**config.mk**
```make
export PLATFORM = sky130hd
export DESIGN_NAME = rotate_letterbox_scaler_address_unit
export DESIGN_NICKNAME = d
export VERILOG_FILES = /design/src/rtl/core/rlsa_pkg.sv /design/src/rtl/core/rlsa_geom.sv /design/src/rtl/core/rlsa_front.sv /design/src/rtl/core/rlsa_fifo.sv /design/src/rtl/core/rlsa_back.sv /design/src/rtl/core/rotate_letterbox_scaler_address_unit.sv
export SDC_FILE = /design/constraint.sdc
export NUM_CORES = 2
export LEC_CHECK = 0
export BUFFER_PORTS_ARGS = -buffer_cell sky130_fd_sc_hd__buf_2
export CORE_MARGIN = 2
export CORE_UTILIZATION = 60
export DETAILED_ROUTE_END_ITERATION = 8
export PLACE_DENSITY = 0.85
export SYNTH_ARGS = -nofsm -noshare
export SYNTH_HDL_FRONTEND = slang
export SYNTH_SLANG_ARGS = --single-unit
```
**constraint.sdc**
```tcl
create_clock -name clk -period 21 [get_ports clk]
set_clock_uncertainty 0.15 [all_clocks]
set_input_delay 4.2 -clock clk [delete_from_list [all_inputs] [get_ports clk]]
set_output_delay 4.2 -clock clk [all_outputs]
set_load 0.005 [all_outputs]
```
**src/rtl/core/rlsa_pkg.sv**
```systemverilog
// Package of the rotate and letterbox scaler address unit.
// Holds sizes, register indexes, reset values and the transaction types.
// Depends on nothing.
package rlsa_pkg;

	localparam int COORD_BITS = 12;
	localparam int SRC_WIDTH  = 256;
	localparam int SRC_HEIGHT = 192;
	localparam int IDX_BITS   = 16;

	localparam int SRC_MAX   = (SRC_WIDTH > SRC_HEIGHT) ? SRC_WIDTH : SRC_HEIGHT;
	localparam int QUOT_BITS = $clog2(SRC_MAX);
	localparam int REM_BITS  = COORD_BITS + 1;
	localparam int PROD_BITS = COORD_BITS + QUOT_BITS;
	localparam int IDXW      = 2 * QUOT_BITS + 1;

	localparam int SDIM_BITS = $clog2(SRC_MAX + 1);
	localparam int GDIV_BITS = COORD_BITS + SDIM_BITS;

	// Reciprocals of the source dimensions, exact for every GDIV_BITS wide dividend.
	localparam int     RCP_SHIFT = GDIV_BITS + SDIM_BITS;
	localparam longint RCP_W_VAL = ((longint'(1) << RCP_SHIFT) + longint'(SRC_WIDTH) - 1)
		/ longint'(SRC_WIDTH);
	localparam longint RCP_H_VAL = ((longint'(1) << RCP_SHIFT) + longint'(SRC_HEIGHT) - 1)
		/ longint'(SRC_HEIGHT);
	localparam int     RCP_BITS  = $clog2(((RCP_W_VAL > RCP_H_VAL) ? RCP_W_VAL : RCP_H_VAL) + 1);
	localparam int     RCP_PROD_BITS = GDIV_BITS + RCP_BITS;

	localparam logic [RCP_BITS-1:0] RCP_W = RCP_BITS'(RCP_W_VAL);
	localparam logic [RCP_BITS-1:0] RCP_H = RCP_BITS'(RCP_H_VAL);

	localparam int FIFO_DEPTH    = 4;
	localparam int FIFO_PTR_BITS = $clog2(FIFO_DEPTH);

	localparam int CFG_IDX_BITS  = 2;
	localparam int CFG_DATA_BITS = COORD_BITS;

	localparam logic [CFG_IDX_BITS-1:0] CFG_PANEL_WIDTH  = CFG_IDX_BITS'(0);
	localparam logic [CFG_IDX_BITS-1:0] CFG_PANEL_HEIGHT = CFG_IDX_BITS'(1);
	localparam logic [CFG_IDX_BITS-1:0] CFG_ROTATE_LEFT  = CFG_IDX_BITS'(2);

	localparam logic [COORD_BITS-1:0] RST_PANEL_WIDTH  = COORD_BITS'(480);
	localparam logic [COORD_BITS-1:0] RST_PANEL_HEIGHT = COORD_BITS'(800);

	typedef logic [COORD_BITS-1:0] coord_t;

	typedef struct packed {
		coord_t phys_x;
		coord_t phys_y;
	} pix_t;

	typedef struct packed {
		logic [IDX_BITS-1:0] source_index;
		logic                blank;
	} addr_t;

	typedef struct packed {
		coord_t panel_width;
		coord_t panel_height;
		logic   rotate_left;
	} cfg_t;

	typedef struct packed {
		coord_t content_w;
		coord_t content_h;
		coord_t offset_x;
		coord_t offset_y;
	} geom_t;

	typedef struct packed {
		logic   blank;
		coord_t pos_x;
		coord_t pos_y;
	} cls_t;

endpackage

```
**src/rtl/core/rlsa_geom.sv**
```systemverilog
// Content geometry sequencer: content size and centering offsets of the fitted image.
// Divides by the source dimensions through reciprocal multiplication; depends on rlsa_pkg.
module rlsa_geom (
	input  logic           clk,
	input  logic           arst_n,
	input  rlsa_pkg::cfg_t cfg,
	input  logic           restart,
	output rlsa_pkg::geom_t geom,
	output logic           ready
);
	import rlsa_pkg::*;

	typedef enum logic [2:0] {G_LOAD, G_DIV_H, G_FIT, G_DIV_W, G_OFFS, G_DONE} state_t;

	state_t                    state_q;
	logic [GDIV_BITS-1:0]      num_q;
	logic [GDIV_BITS-1:0]      quo_q;
	logic [RCP_BITS-1:0]       rcp;
	logic [RCP_PROD_BITS-1:0]  prod;
	logic [GDIV_BITS-1:0]      quo;
	geom_t                     geom_q;

	always_comb begin
		rcp  = (state_q == G_DIV_W) ? RCP_H : RCP_W;
		prod = RCP_PROD_BITS'(num_q) * RCP_PROD_BITS'(rcp);
		quo  = GDIV_BITS'(prod >> RCP_SHIFT);
	end

	always_ff @(posedge clk or negedge arst_n) begin
		if (!arst_n) begin
			state_q <= G_LOAD;
			num_q   <= '0;
			quo_q   <= '0;
			geom_q  <= '0;
		end else if (restart) begin
			state_q <= G_LOAD;
		end else begin
			unique case (state_q)
				G_LOAD: begin
					num_q   <= GDIV_BITS'(cfg.panel_height) * GDIV_BITS'(SRC_HEIGHT);
					state_q <= G_DIV_H;
				end
				G_DIV_H: begin
					quo_q   <= quo;
					state_q <= G_FIT;
				end
				G_FIT: begin
					if (quo_q > GDIV_BITS'(cfg.panel_width)) begin
						geom_q.content_h <= cfg.panel_width;
						num_q   <= GDIV_BITS'(cfg.panel_width) * GDIV_BITS'(SRC_WIDTH);
						state_q <= G_DIV_W;
					end else begin
						geom_q.content_w <= cfg.panel_height;
						geom_q.content_h <= quo_q[COORD_BITS-1:0];
						state_q <= G_OFFS;
					end
				end
				G_DIV_W: begin
					geom_q.content_w <= quo[COORD_BITS-1:0];
					state_q <= G_OFFS;
				end
				G_OFFS: begin
					geom_q.offset_x <= (cfg.panel_height - geom_q.content_w) >> 1;
					geom_q.offset_y <= (cfg.panel_width - geom_q.content_h) >> 1;
					state_q <= G_DONE;
				end
				G_DONE: begin
				end
				default: begin
					state_q <= G_LOAD;
				end
			endcase
		end
	end

	assign geom  = geom_q;
	assign ready = (state_q == G_DONE);

endmodule

```
**src/rtl/core/rlsa_front.sv**
```systemverilog
// Front end: accepts pixel transactions, rotates them into the logical frame
// and classifies them against the panel and content area; depends on rlsa_pkg.
module rlsa_front (
	input  logic            clk,
	input  logic            arst_n,
	input  logic            pix_valid,
	output logic            pix_ready,
	input  rlsa_pkg::pix_t  pix,
	input  rlsa_pkg::cfg_t  cfg,
	input  rlsa_pkg::geom_t geom,
	input  logic            geom_ready,
	output logic            push_valid,
	input  logic            push_ready,
	output rlsa_pkg::cls_t  push_data
);
	import rlsa_pkg::*;

	logic   valid_s1;
	logic   oob_s1;
	coord_t lx_s1;
	coord_t ly_s1;
	coord_t dx;
	coord_t dy;
	logic   in_x;
	logic   in_y;

	assign pix_ready = geom_ready && (!valid_s1 || push_ready);

	always_ff @(posedge clk or negedge arst_n) begin
		if (!arst_n) begin
			valid_s1 <= 1'b0;
		end else if (!valid_s1 || push_ready) begin
			valid_s1 <= pix_valid && pix_ready;
		end
	end

	always_ff @(posedge clk) begin
		if (pix_valid && pix_ready) begin
			oob_s1 <= (pix.phys_x >= cfg.panel_width) || (pix.phys_y >= cfg.panel_height);
			if (cfg.rotate_left) begin
				lx_s1 <= cfg.panel_height - COORD_BITS'(1) - pix.phys_y;
				ly_s1 <= pix.phys_x;
			end else begin
				lx_s1 <= pix.phys_y;
				ly_s1 <= cfg.panel_width - COORD_BITS'(1) - pix.phys_x;
			end
		end
	end

	always_comb begin
		dx   = lx_s1 - geom.offset_x;
		dy   = ly_s1 - geom.offset_y;
		in_x = (lx_s1 >= geom.offset_x) && (dx < geom.content_w);
		in_y = (ly_s1 >= geom.offset_y) && (dy < geom.content_h);
		push_data.blank = oob_s1 || !in_x || !in_y;
		push_data.pos_x = dx;
		push_data.pos_y = dy;
	end

	assign push_valid = valid_s1;

endmodule

```
**src/rtl/core/rlsa_fifo.sv**
```systemverilog
// Short queue of classified transactions between the front and back ends.
// Depends on rlsa_pkg for the entry type and depth.
module rlsa_fifo (
	input  logic           clk,
	input  logic           arst_n,
	input  logic           push_valid,
	output logic           push_ready,
	input  rlsa_pkg::cls_t push_data,
	output logic           pop_valid,
	input  logic           pop_ready,
	output rlsa_pkg::cls_t pop_data
);
	import rlsa_pkg::*;

	cls_t                 mem_q [FIFO_DEPTH];
	logic [FIFO_PTR_BITS:0] wr_q;
	logic [FIFO_PTR_BITS:0] rd_q;
	logic                 full;
	logic                 empty;

	assign full  = (wr_q[FIFO_PTR_BITS] != rd_q[FIFO_PTR_BITS])
		&& (wr_q[FIFO_PTR_BITS-1:0] == rd_q[FIFO_PTR_BITS-1:0]);
	assign empty = (wr_q == rd_q);

	assign push_ready = !full;
	assign pop_valid  = !empty;
	assign pop_data   = mem_q[rd_q[FIFO_PTR_BITS-1:0]];

	always_ff @(posedge clk or negedge arst_n) begin
		if (!arst_n) begin
			wr_q <= '0;
			rd_q <= '0;
		end else begin
			if (push_valid && !full) begin
				wr_q <= wr_q + 1'b1;
			end
			if (pop_ready && !empty) begin
				rd_q <= rd_q + 1'b1;
			end
		end
	end

	always_ff @(posedge clk) begin
		if (push_valid && !full) begin
			mem_q[wr_q[FIFO_PTR_BITS-1:0]] <= push_data;
		end
	end

endmodule

```
**src/rtl/core/rlsa_back.sv**
```systemverilog
// Back end: pipelined restoring dividers for both axes, one quotient bit per stage,
// then the source index and the output register; depends on rlsa_pkg.
module rlsa_back (
	input  logic            clk,
	input  logic            arst_n,
	input  logic            pop_valid,
	output logic            pop_ready,
	input  rlsa_pkg::cls_t  pop_data,
	input  rlsa_pkg::geom_t geom,
	output logic            addr_valid,
	input  logic            addr_ready,
	output rlsa_pkg::addr_t addr
);
	import rlsa_pkg::*;

	typedef struct packed {
		logic                 blank;
		logic [REM_BITS-1:0]  rem_x;
		logic [QUOT_BITS-1:0] dq_x;
		logic [REM_BITS-1:0]  rem_y;
		logic [QUOT_BITS-1:0] dq_y;
	} stage_t;

	function automatic stage_t div_step(stage_t s, coord_t span_x, coord_t span_y);
		logic [REM_BITS-1:0] sh_x;
		logic [REM_BITS-1:0] sh_y;
		logic                tx;
		logic                ty;
		stage_t              r;
		sh_x   = {s.rem_x[REM_BITS-2:0], s.dq_x[QUOT_BITS-1]};
		sh_y   = {s.rem_y[REM_BITS-2:0], s.dq_y[QUOT_BITS-1]};
		tx     = sh_x >= {1'b0, span_x};
		ty     = sh_y >= {1'b0, span_y};
		r      = s;
		r.rem_x = tx ? sh_x - {1'b0, span_x} : sh_x;
		r.rem_y = ty ? sh_y - {1'b0, span_y} : sh_y;
		r.dq_x  = {s.dq_x[QUOT_BITS-2:0], tx};
		r.dq_y  = {s.dq_y[QUOT_BITS-2:0], ty};
		return r;
	endfunction

	stage_t                div_s [QUOT_BITS+1];
	stage_t                step_s [QUOT_BITS];
	logic [QUOT_BITS:0]    vld_s;
	stage_t                load;
	logic [PROD_BITS-1:0]  prod_x;
	logic [PROD_BITS-1:0]  prod_y;
	logic                  adv;
	logic                  addr_valid_q;
	addr_t                 addr_q;

	assign adv       = !addr_valid_q || addr_ready;
	assign pop_ready = adv;

	always_comb begin
		prod_x     = PROD_BITS'(pop_data.pos_x) * PROD_BITS'(SRC_WIDTH);
		prod_y     = PROD_BITS'(pop_data.pos_y) * PROD_BITS'(SRC_HEIGHT);
		load.blank = pop_data.blank;
		load.rem_x = REM_BITS'(prod_x[PROD_BITS-1:QUOT_BITS]);
		load.dq_x  = prod_x[QUOT_BITS-1:0];
		load.rem_y = REM_BITS'(prod_y[PROD_BITS-1:QUOT_BITS]);
		load.dq_y  = prod_y[QUOT_BITS-1:0];
		for (int k = 0; k < QUOT_BITS; k++) begin
			step_s[k] = div_step(div_s[k], geom.content_w, geom.content_h);
		end
	end

	always_ff @(posedge clk or negedge arst_n) begin
		if (!arst_n) begin
			vld_s        <= '0;
			addr_valid_q <= 1'b0;
		end else if (adv) begin
			vld_s        <= {vld_s[QUOT_BITS-1:0], pop_valid};
			addr_valid_q <= vld_s[QUOT_BITS];
		end
	end

	always_ff @(posedge clk) begin
		if (adv) begin
			div_s[0] <= load;
			for (int k = 0; k < QUOT_BITS; k++) begin
				div_s[k+1] <= step_s[k];
			end
			addr_q.blank <= div_s[QUOT_BITS].blank;
			if (div_s[QUOT_BITS].blank) begin
				addr_q.source_index <= '0;
			end else begin
				addr_q.source_index <= IDX_BITS'(IDXW'(div_s[QUOT_BITS].dq_y)
					* IDXW'(SRC_WIDTH) + IDXW'(div_s[QUOT_BITS].dq_x));
			end
		end
	end

	assign addr_valid = addr_valid_q;
	assign addr       = addr_q;

endmodule

```
**src/rtl/core/rotate_letterbox_scaler_address_unit.sv**
```systemverilog
// Rotate and letterbox scaler address unit: top level with configuration registers.
// One transaction per cycle when neither the address output nor a geometry pass stalls the input.
// The per-axis divider pipelines retire one quotient bit per stage and hold when the
// address output stalls. Reset loads 480 x 800, rotate right; reset and every register
// write start a geometry pass (load, height division, fit, offsets; a width division too
// when the content is fitted to the frame height), during which pix_ready is low.
module rotate_letterbox_scaler_address_unit (
	input  logic                                clk,
	input  logic                                arst_n,
	input  logic                                pix_valid,
	output logic                                pix_ready,
	input  rlsa_pkg::pix_t                      pix,
	output logic                                addr_valid,
	input  logic                                addr_ready,
	output rlsa_pkg::addr_t                     addr,
	input  logic                                cfg_we,
	input  logic [rlsa_pkg::CFG_IDX_BITS-1:0]   cfg_index,
	input  logic [rlsa_pkg::CFG_DATA_BITS-1:0]  cfg_data
);
	import rlsa_pkg::*;

	cfg_t  cfg_q;
	geom_t geom;
	logic  geom_ready;
	logic  push_valid;
	logic  push_ready;
	cls_t  push_data;
	logic  pop_valid;
	logic  pop_ready;
	cls_t  pop_data;

	always_ff @(posedge clk or negedge arst_n) begin
		if (!arst_n) begin
			cfg_q.panel_width  <= RST_PANEL_WIDTH;
			cfg_q.panel_height <= RST_PANEL_HEIGHT;
			cfg_q.rotate_left  <= 1'b0;
		end else if (cfg_we) begin
			unique case (cfg_index)
				CFG_PANEL_WIDTH:  cfg_q.panel_width  <= cfg_data[COORD_BITS-1:0];
				CFG_PANEL_HEIGHT: cfg_q.panel_height <= cfg_data[COORD_BITS-1:0];
				CFG_ROTATE_LEFT:  cfg_q.rotate_left  <= cfg_data[0];
				default: begin
				end
			endcase
		end
	end

	rlsa_geom u_geom (
		.clk     (clk),
		.arst_n  (arst_n),
		.cfg     (cfg_q),
		.restart (cfg_we),
		.geom    (geom),
		.ready   (geom_ready)
	);

	rlsa_front u_front (
		.clk        (clk),
		.arst_n     (arst_n),
		.pix_valid  (pix_valid),
		.pix_ready  (pix_ready),
		.pix        (pix),
		.cfg        (cfg_q),
		.geom       (geom),
		.geom_ready (geom_ready),
		.push_valid (push_valid),
		.push_ready (push_ready),
		.push_data  (push_data)
	);

	rlsa_fifo u_fifo (
		.clk        (clk),
		.arst_n     (arst_n),
		.push_valid (push_valid),
		.push_ready (push_ready),
		.push_data  (push_data),
		.pop_valid  (pop_valid),
		.pop_ready  (pop_ready),
		.pop_data   (pop_data)
	);

	rlsa_back u_back (
		.clk        (clk),
		.arst_n     (arst_n),
		.pop_valid  (pop_valid),
		.pop_ready  (pop_ready),
		.pop_data   (pop_data),
		.geom       (geom),
		.addr_valid (addr_valid),
		.addr_ready (addr_ready),
		.addr       (addr)
	);

endmodule

```
=== After elaboration in Yosys (flattened, before gate mapping) ===
Memory sizes are Yosys's and may differ from the RTL's.
Index checks and enable logic that the tools add are counted.

* Bits in registers: 168
* RAM bits: 487
* Bits of input ports: 43
* Output and inout port bits: 19
* Logic and storage cells: 150
* Memories: 2

{| class="wikitable"
|+ Memory list
! memory !! words !! width !! rd ports !! clocked after Yosys merged registers in !! write ports !! line !! source
|-
| u_back.div_s || 9 || 43 || 9 || 0 || 9 || rlsa_back.sv:42 || <nowiki>stage_t div_s [QUOT_BITS+1];</nowiki>
|-
| u_fifo.mem_q || 4 || 25 || 1 || 0 || 1 || rlsa_fifo.sv:15 || <nowiki>cls_t mem_q [FIFO_DEPTH];</nowiki>
|}

* Add/subtract/negate cells: 27
* Multiply operators: 3
* Magnitude comparators: 23
* Eq/ne operators: 13
* Multiplexer cells: 31
* Bitwise gates (word level): 1
* Reduce and logical (&&, ||, !) cells: 30

{| class="wikitable"
|+ Operators with widths
! cell !! number
|-
| $ge 13x12->1 || 16
|-
| $mux 13 || 16
|-
| $sub 13x12->13 || 16
|-
| $mux 12 || 4
|-
| $sub 12x12->12 || 4
|-
| $mul 21x23->44 || 1
|-
| $mux 21 || 2
|-
| $pmux 21 s2 || 1
|-
| $mul 12x2->14 const B || 2
|-
| $ge 12x11->1 || 2
|-
| $ge 12x12->1 || 2
|-
| $lt 12x12->1 || 2
|-
| $pmux 12 s2 || 1
|-
| $sub 12x1->12 const B || 2
|-
| $sub 12x11->12 || 2
|-
| $pmux 3 s6 || 1
|-
| $add 16x8->16 || 1
|-
| $gt 14x12->1 || 1
|-
| $reduce_and 2->1 || 6
|-
| $logic_and 1x1->1 || 7
|-
| $add 3x1->3 const B || 2
|-
| $eq 3x2->1 const B || 2
|-
| $eq 3x3->1 const B || 2
|-
| $logic_not 1->1 || 6
|-
| 16 further kinds || 27
|}

=== Logic depth before layout (Yosys ltp) ===
* Word-level depth: 6
* Mapped depth: 26
* Depth with buffers taken out: 25

=== Cells and area by module ===
From an unflattened synthesis, not the netlist that was laid out.

* Cells, all modules: 3564
* Area, all modules: 38418.1 um^2

{| class="wikitable"
|+ Modules (own cells, without submodules)
! module !! times used !! cells each !! area an instance (um^2) !! seq. area each (um^2)
|-
| rlsa_back || 1 || 1737 || 19371.1 || 9048.7
|-
| rlsa_geom || 1 || 1043 || 9633.0 || 1926.8
|-
| rlsa_front || 1 || 551 || 4356.7 || 775.7
|-
| rlsa_fifo || 1 || 178 || 4072.7 || 3153.0
|-
| rotate_letterbox_scaler_address_unit || 1 || 55 || 984.7 || 634.4
|}

=== Least setup slack after synthesis ===
Ideal clock, no wire load.

* Path kind: input to register
* From: in addr_ready
* To: reg, netlist name u_back.addr[0]
* Library setup time: 2.483 ns
* Data arrival time: 10.103 ns
* Required time: 18.367 ns
* Slack: 8.265 ns
* Stages on the path: 3
* Path buffers: 1
* Cells stage by stage: nor2b_1 clkbuf_1 clkinv_1

* Word-level cells in the longest chain between the ends: 1

{| class="wikitable"
|+ Ends and longest elaborated chain
! element !! line !! source
|-
| start: declaration || rotate_letterbox_scaler_address_unit.sv:14 || <nowiki>input logic addr_ready,</nowiki>
|-
| $logic_or 1x1->1 || rlsa_back.sv:52 || <nowiki>assign adv = !addr_valid_q || addr_ready;</nowiki>
|}

Every way passes these cells.
A chain may end at the register's enable or synchronous reset.

=== Worst setup path in the final report ===
* From: reg u_geom.state_q[1]
* To: reg u_geom.geom_q, in the netlist u_geom.geom[47]

* Word-level cells in the longest chain between the ends: 4
* Elaborated cells on any way between the ends: 8
* Classes of those cells: mul: 1; eq/ne: 3; mux: 2; reduce/logical: 2

{| class="wikitable"
|+ Ends and longest elaborated chain
! element !! line !! source
|-
| start: declaration || rlsa_geom.sv:15 || <nowiki>state_t state_q;</nowiki>
|-
| start signal: assignment || rlsa_geom.sv:31 || <nowiki>state_q <= G_LOAD;</nowiki>
|-
| start signal: assignment || rlsa_geom.sv:36 || <nowiki>state_q <= G_LOAD;</nowiki>
|-
| start signal: assignment || rlsa_geom.sv:41 || <nowiki>state_q <= G_DIV_H;</nowiki>
|-
| $eq 3x2->1 || rlsa_geom.sv:24, rlsa_geom.sv:38 ||
|-
| $mux 21 || rlsa_geom.sv:24 || <nowiki>rcp = (state_q == G_DIV_W) ? RCP_H : RCP_W;</nowiki>
|-
| $mul 21x23->44 || rlsa_geom.sv:25 || <nowiki>prod = RCP_PROD_BITS'(num_q) * RCP_PROD_BITS'(rcp);</nowiki>
|-
| $pmux 12 s2 || rlsa_geom.sv:38 || <nowiki>unique case (state_q)</nowiki>
|-
| end: declaration || rlsa_geom.sv:21 || <nowiki>geom_t geom_q;</nowiki>
|}

Several ways; a longest one is shown, not always the timed one.

==> metrics.md <==
| Metric | Value |
|---|---|
| Syn_area_per_cell | 10.83 µm² |
| Arr. time, crit path | 8.02 ns |
| FMAX | 130.8 MHz |
| Tightest Pin Transition | 1.257 ns |
| Core region area | 61710 µm² |
| First-pass GRT wire length | 137.8 mm |
| Clock Root Buffer | clkbuf_16 |
| FF+latch area | 15540 µm² |
| DR vias | 26.64k |
| HP Class | reg -> reg |
| Final cycle utilization of the critical path | 0.3642 |
| Syn nets | 4093 |
| Worst-Skew Late Latency | 0.64 ns |
| Grt ovf | 0 |
| Initial antenna violation count | 0 |
| Max incr delay on CP | 0.77 ns |
| Critical Path Source Type | flip-flop |
| GRT busiest layer | met2 |
| CTS H-tree lvls | 2 |
| Largest net degree at the start of global routing | 129 |
| Multi-input gate area | 20200 µm² |
| Chip height | 253.7 µm |
| Met3 usage | 0.04189 |
| Overall routing resource usage | 0.2720 |
| Status | finished, final reports clean |
| Total CTS buffers | 59 |
| Post-route antenna net violation count | 0 |
| Starting Density | 0.6063 |
| Die span in x | 253.7 µm |
| Max cap viols | 0 |
| Met1 Resource Use GR | 0.3550 |
| Fin nets | 4180 |
| Most frequent cells in the layout | ha_1 (498), edfxtp_1 (418), inv_1 (369) |
| Final wirelength | 85.71 mm |
| Hold_buf cts | 0 |
| Synth Register Bits | 537 |
| Layout cells sized above 1 | 0.08990 |
| # fillers | 4518 |
| Async SR Flop Fraction | 0.2216 |
| Post-CTS Setup Inserts | 0 |
| Clock-pin transition on the worst setup and hold timing paths | 0.06 ns |
| Cells after synthesis | 3456 |
| Post-DP HPWL | 62.79 mm |
| Worst relative slew slack | 0.1563 |
| Synthesis-to-layout area growth | 8.698% |
| Mapped cell area | 37420 µm² |
| DRT iter0 DRCs | 2163 |
| Synth cell types | 84 |
| Number of synthesized flops with an enable pin | 418 |
| Clock tree buffer depth | 3 |
| Setup violators final | 0 |
| Final hold vios | 0 |
| 1st-pass router iterations | 5 |
| Critical Path End Type | flip-flop |
| CTS tree | yes |
| Worst path required time | 21.37 ns |
| Minimum clock period | 7.647 ns |
| Via/cell ratio | 6.013 |
| Number of global-route vias before repair | 26.63k |
| YS warnings | 0 |
| Clock sink total | 537 |
| Setup tns final | 0 ns |
| Sequential cell area fraction in the yosys report | 0.4153 |
| M2 GR Usage | 0.4539 |
| Ant diodes | 0 |
| DR WL/cell | 19.35 µm |
| Critical path class | reg -> reg |
| Ys flop type | edfxtp_1 |
| Crit-path max FO | 17 |
| Ports | 62 |
| Port bufs | 61 |
| Crit path max-delay cell type | nor2b_1 |
| Critical path, cell by cell | nor2b_1 -> and3_1 -> ha_1 -> inv_1 -> fa_1 -> fa_1 -> fa_1 -> inv_1 -> fa_1 -> xnor2_1 -> ha_1 -> a21o_1 -> ha_1 -> ha_1 -> nand3_1 -> or4b_4 -> o2111ai_2 -> nand2_2 -> o2111ai_2 -> xnor2_1 -> o21ai_1 -> mux2_1 |
| RSZ-0062 raised after global routing | false |
| FP Rows | 91 |
| Most common cell after layout, fill and taps aside | ha_1 |
| Post-route DRC | 0 |
| Slew Limit Fails | 0 |
| Placer Congestion | 0.9215 |
| PostCTS Resize Cnt | 0 |
| Die area | 64370 µm² |
-- sequential cells by signal (all words and copies together), names as in the netlist --
register	flops
u_fifo.wr_q	3
u_back.vld_s	9
u_back.addr	17
u_front.oob_s1	1
u_geom.num_q	14
u_geom.state_q	3
u_geom.quo_q	14
u_front.push_valid	1
u_front.lx_s1	12
u_front.ly_s1	12
u_back.div_s	276
u_fifo.mem_q	100
u_back.addr_valid	1
cfg_q	25
u_fifo.rd_q	3
u_geom.geom	46
-- worst max-delay path: cells and delay by family, from the launching register on --
kind	cells	cell delay [ns]
compound gates	4	0.83
xor+xnor	2	0.34
fa+ha+maj	8	3.37
buf+inv	2	0.18
flops	1	0.48
mux	1	0.30
simple gates	5	1.91
-- cells in the mapped netlist, types with 9 or more instances --
master | instances | area (µm²)
mux2i_1 | 31 | 310.3
o21bai_1 | 23 | 172.7
inv_1 | 369 | 1385
ha_1 | 498 | 6231
a2111oi_0 | 14 | 122.6
mux4_2 | 25 | 563.0
nand2_1 | 275 | 1032
o31ai_1 | 45 | 337.8
a211oi_1 | 19 | 142.6
nor2_1 | 211 | 792.0
o21a_1 | 33 | 247.7
a31oi_1 | 17 | 106.4
nand4_1 | 46 | 287.8
mux2_2 | 80 | 900.9
o21ai_0 | 161 | 805.8
clkbuf_1 | 32 | 120.1
a21boi_0 | 31 | 232.7
nand3_1 | 39 | 195.2
o21ai_1 | 36 | 180.2
xnor2_1 | 125 | 1095
edfxtp_1 | 418 | 12550
or3_1 | 26 | 162.7
nor2b_1 | 75 | 469.2
a21oi_1 | 207 | 1036
and2_1 | 17 | 106.4
nand2b_1 | 35 | 219.0
fa_1 | 96 | 1922
nor3_1 | 50 | 250.2
buf_2 | 18 | 90.09
a21boi_1 | 9 | 67.56
nor4_1 | 11 | 68.82
xor2_1 | 58 | 508.0
o2111ai_1 | 9 | 78.83
dfrtp_1 | 112 | 2803
and3_1 | 26 | 162.7
a21o_1 | 61 | 457.9
-- metal layers --
layer	vias to the layer above	routed length [µm]
met2	932	40640
met3	238	5641
met4	0	3735
met5	-	0
li1	12620	-
met1	12850	35690
-- path summary, 6_finish.rpt --
check                                     start                    to  slack, ns  depth (start not counted)
min in group asynchronous                arst_n       u_geom.geom[17]       3.43                          1
max in group asynchronous                arst_n        u_geom.geom[1]      15.83                          2
hold / removal             u_back.div_s[0][218]  u_back.div_s[0][262]       0.26                          0
setup reg to reg              u_geom.state_q[1]       u_geom.geom[47]      13.35                         22
hold reg to reg            u_back.div_s[0][218]  u_back.div_s[0][262]       0.26                          0
setup / recovery              u_geom.state_q[1]       u_geom.geom[47]      13.35                         22
-- cells by family after synthesis --
group / Yosys count / synth area share
adder cells (fa/ha/maj): 594 / 0.2179
multiplexers: 140 / 0.04862
flip-flops: 537 / 0.4153
XOR/XNOR: 183 / 0.04284
buffers and inverters: 433 / 0.04484
AND/OR/NAND/NOR: 837 / 0.1054
AO/OA/AOI/OAI: 732 / 0.1251
-- final cells by class --
type                       count  area share
inverter                     372     0.03452
timing repair buffer          87     0.01237
clock inverter                47     0.01172
multi-input combinational   2486      0.4968
tap                          837     0.02575
clock buffer                  64     0.03676
sequential                   537      0.3821
-- through the flow --
stage               area [µm²]  hold slack [ns]  instances  utilization  setup slack, ns
floorplan                37420           0.2503       3456            -            8.265
global placement         38700           0.2507       4319       0.6271            13.30
detailed placement       38700           0.2545       4319       0.6271            13.20
CTS                      40670           0.2666       4430       0.6590            13.37
global route             40670           0.2706       4430       0.6590            12.89
finish                   40670           0.2647       4430       0.6590            13.35
Power is not shown: default switching activity piles up to over one toggle a cycle in this logic, so the estimate is an artifact.
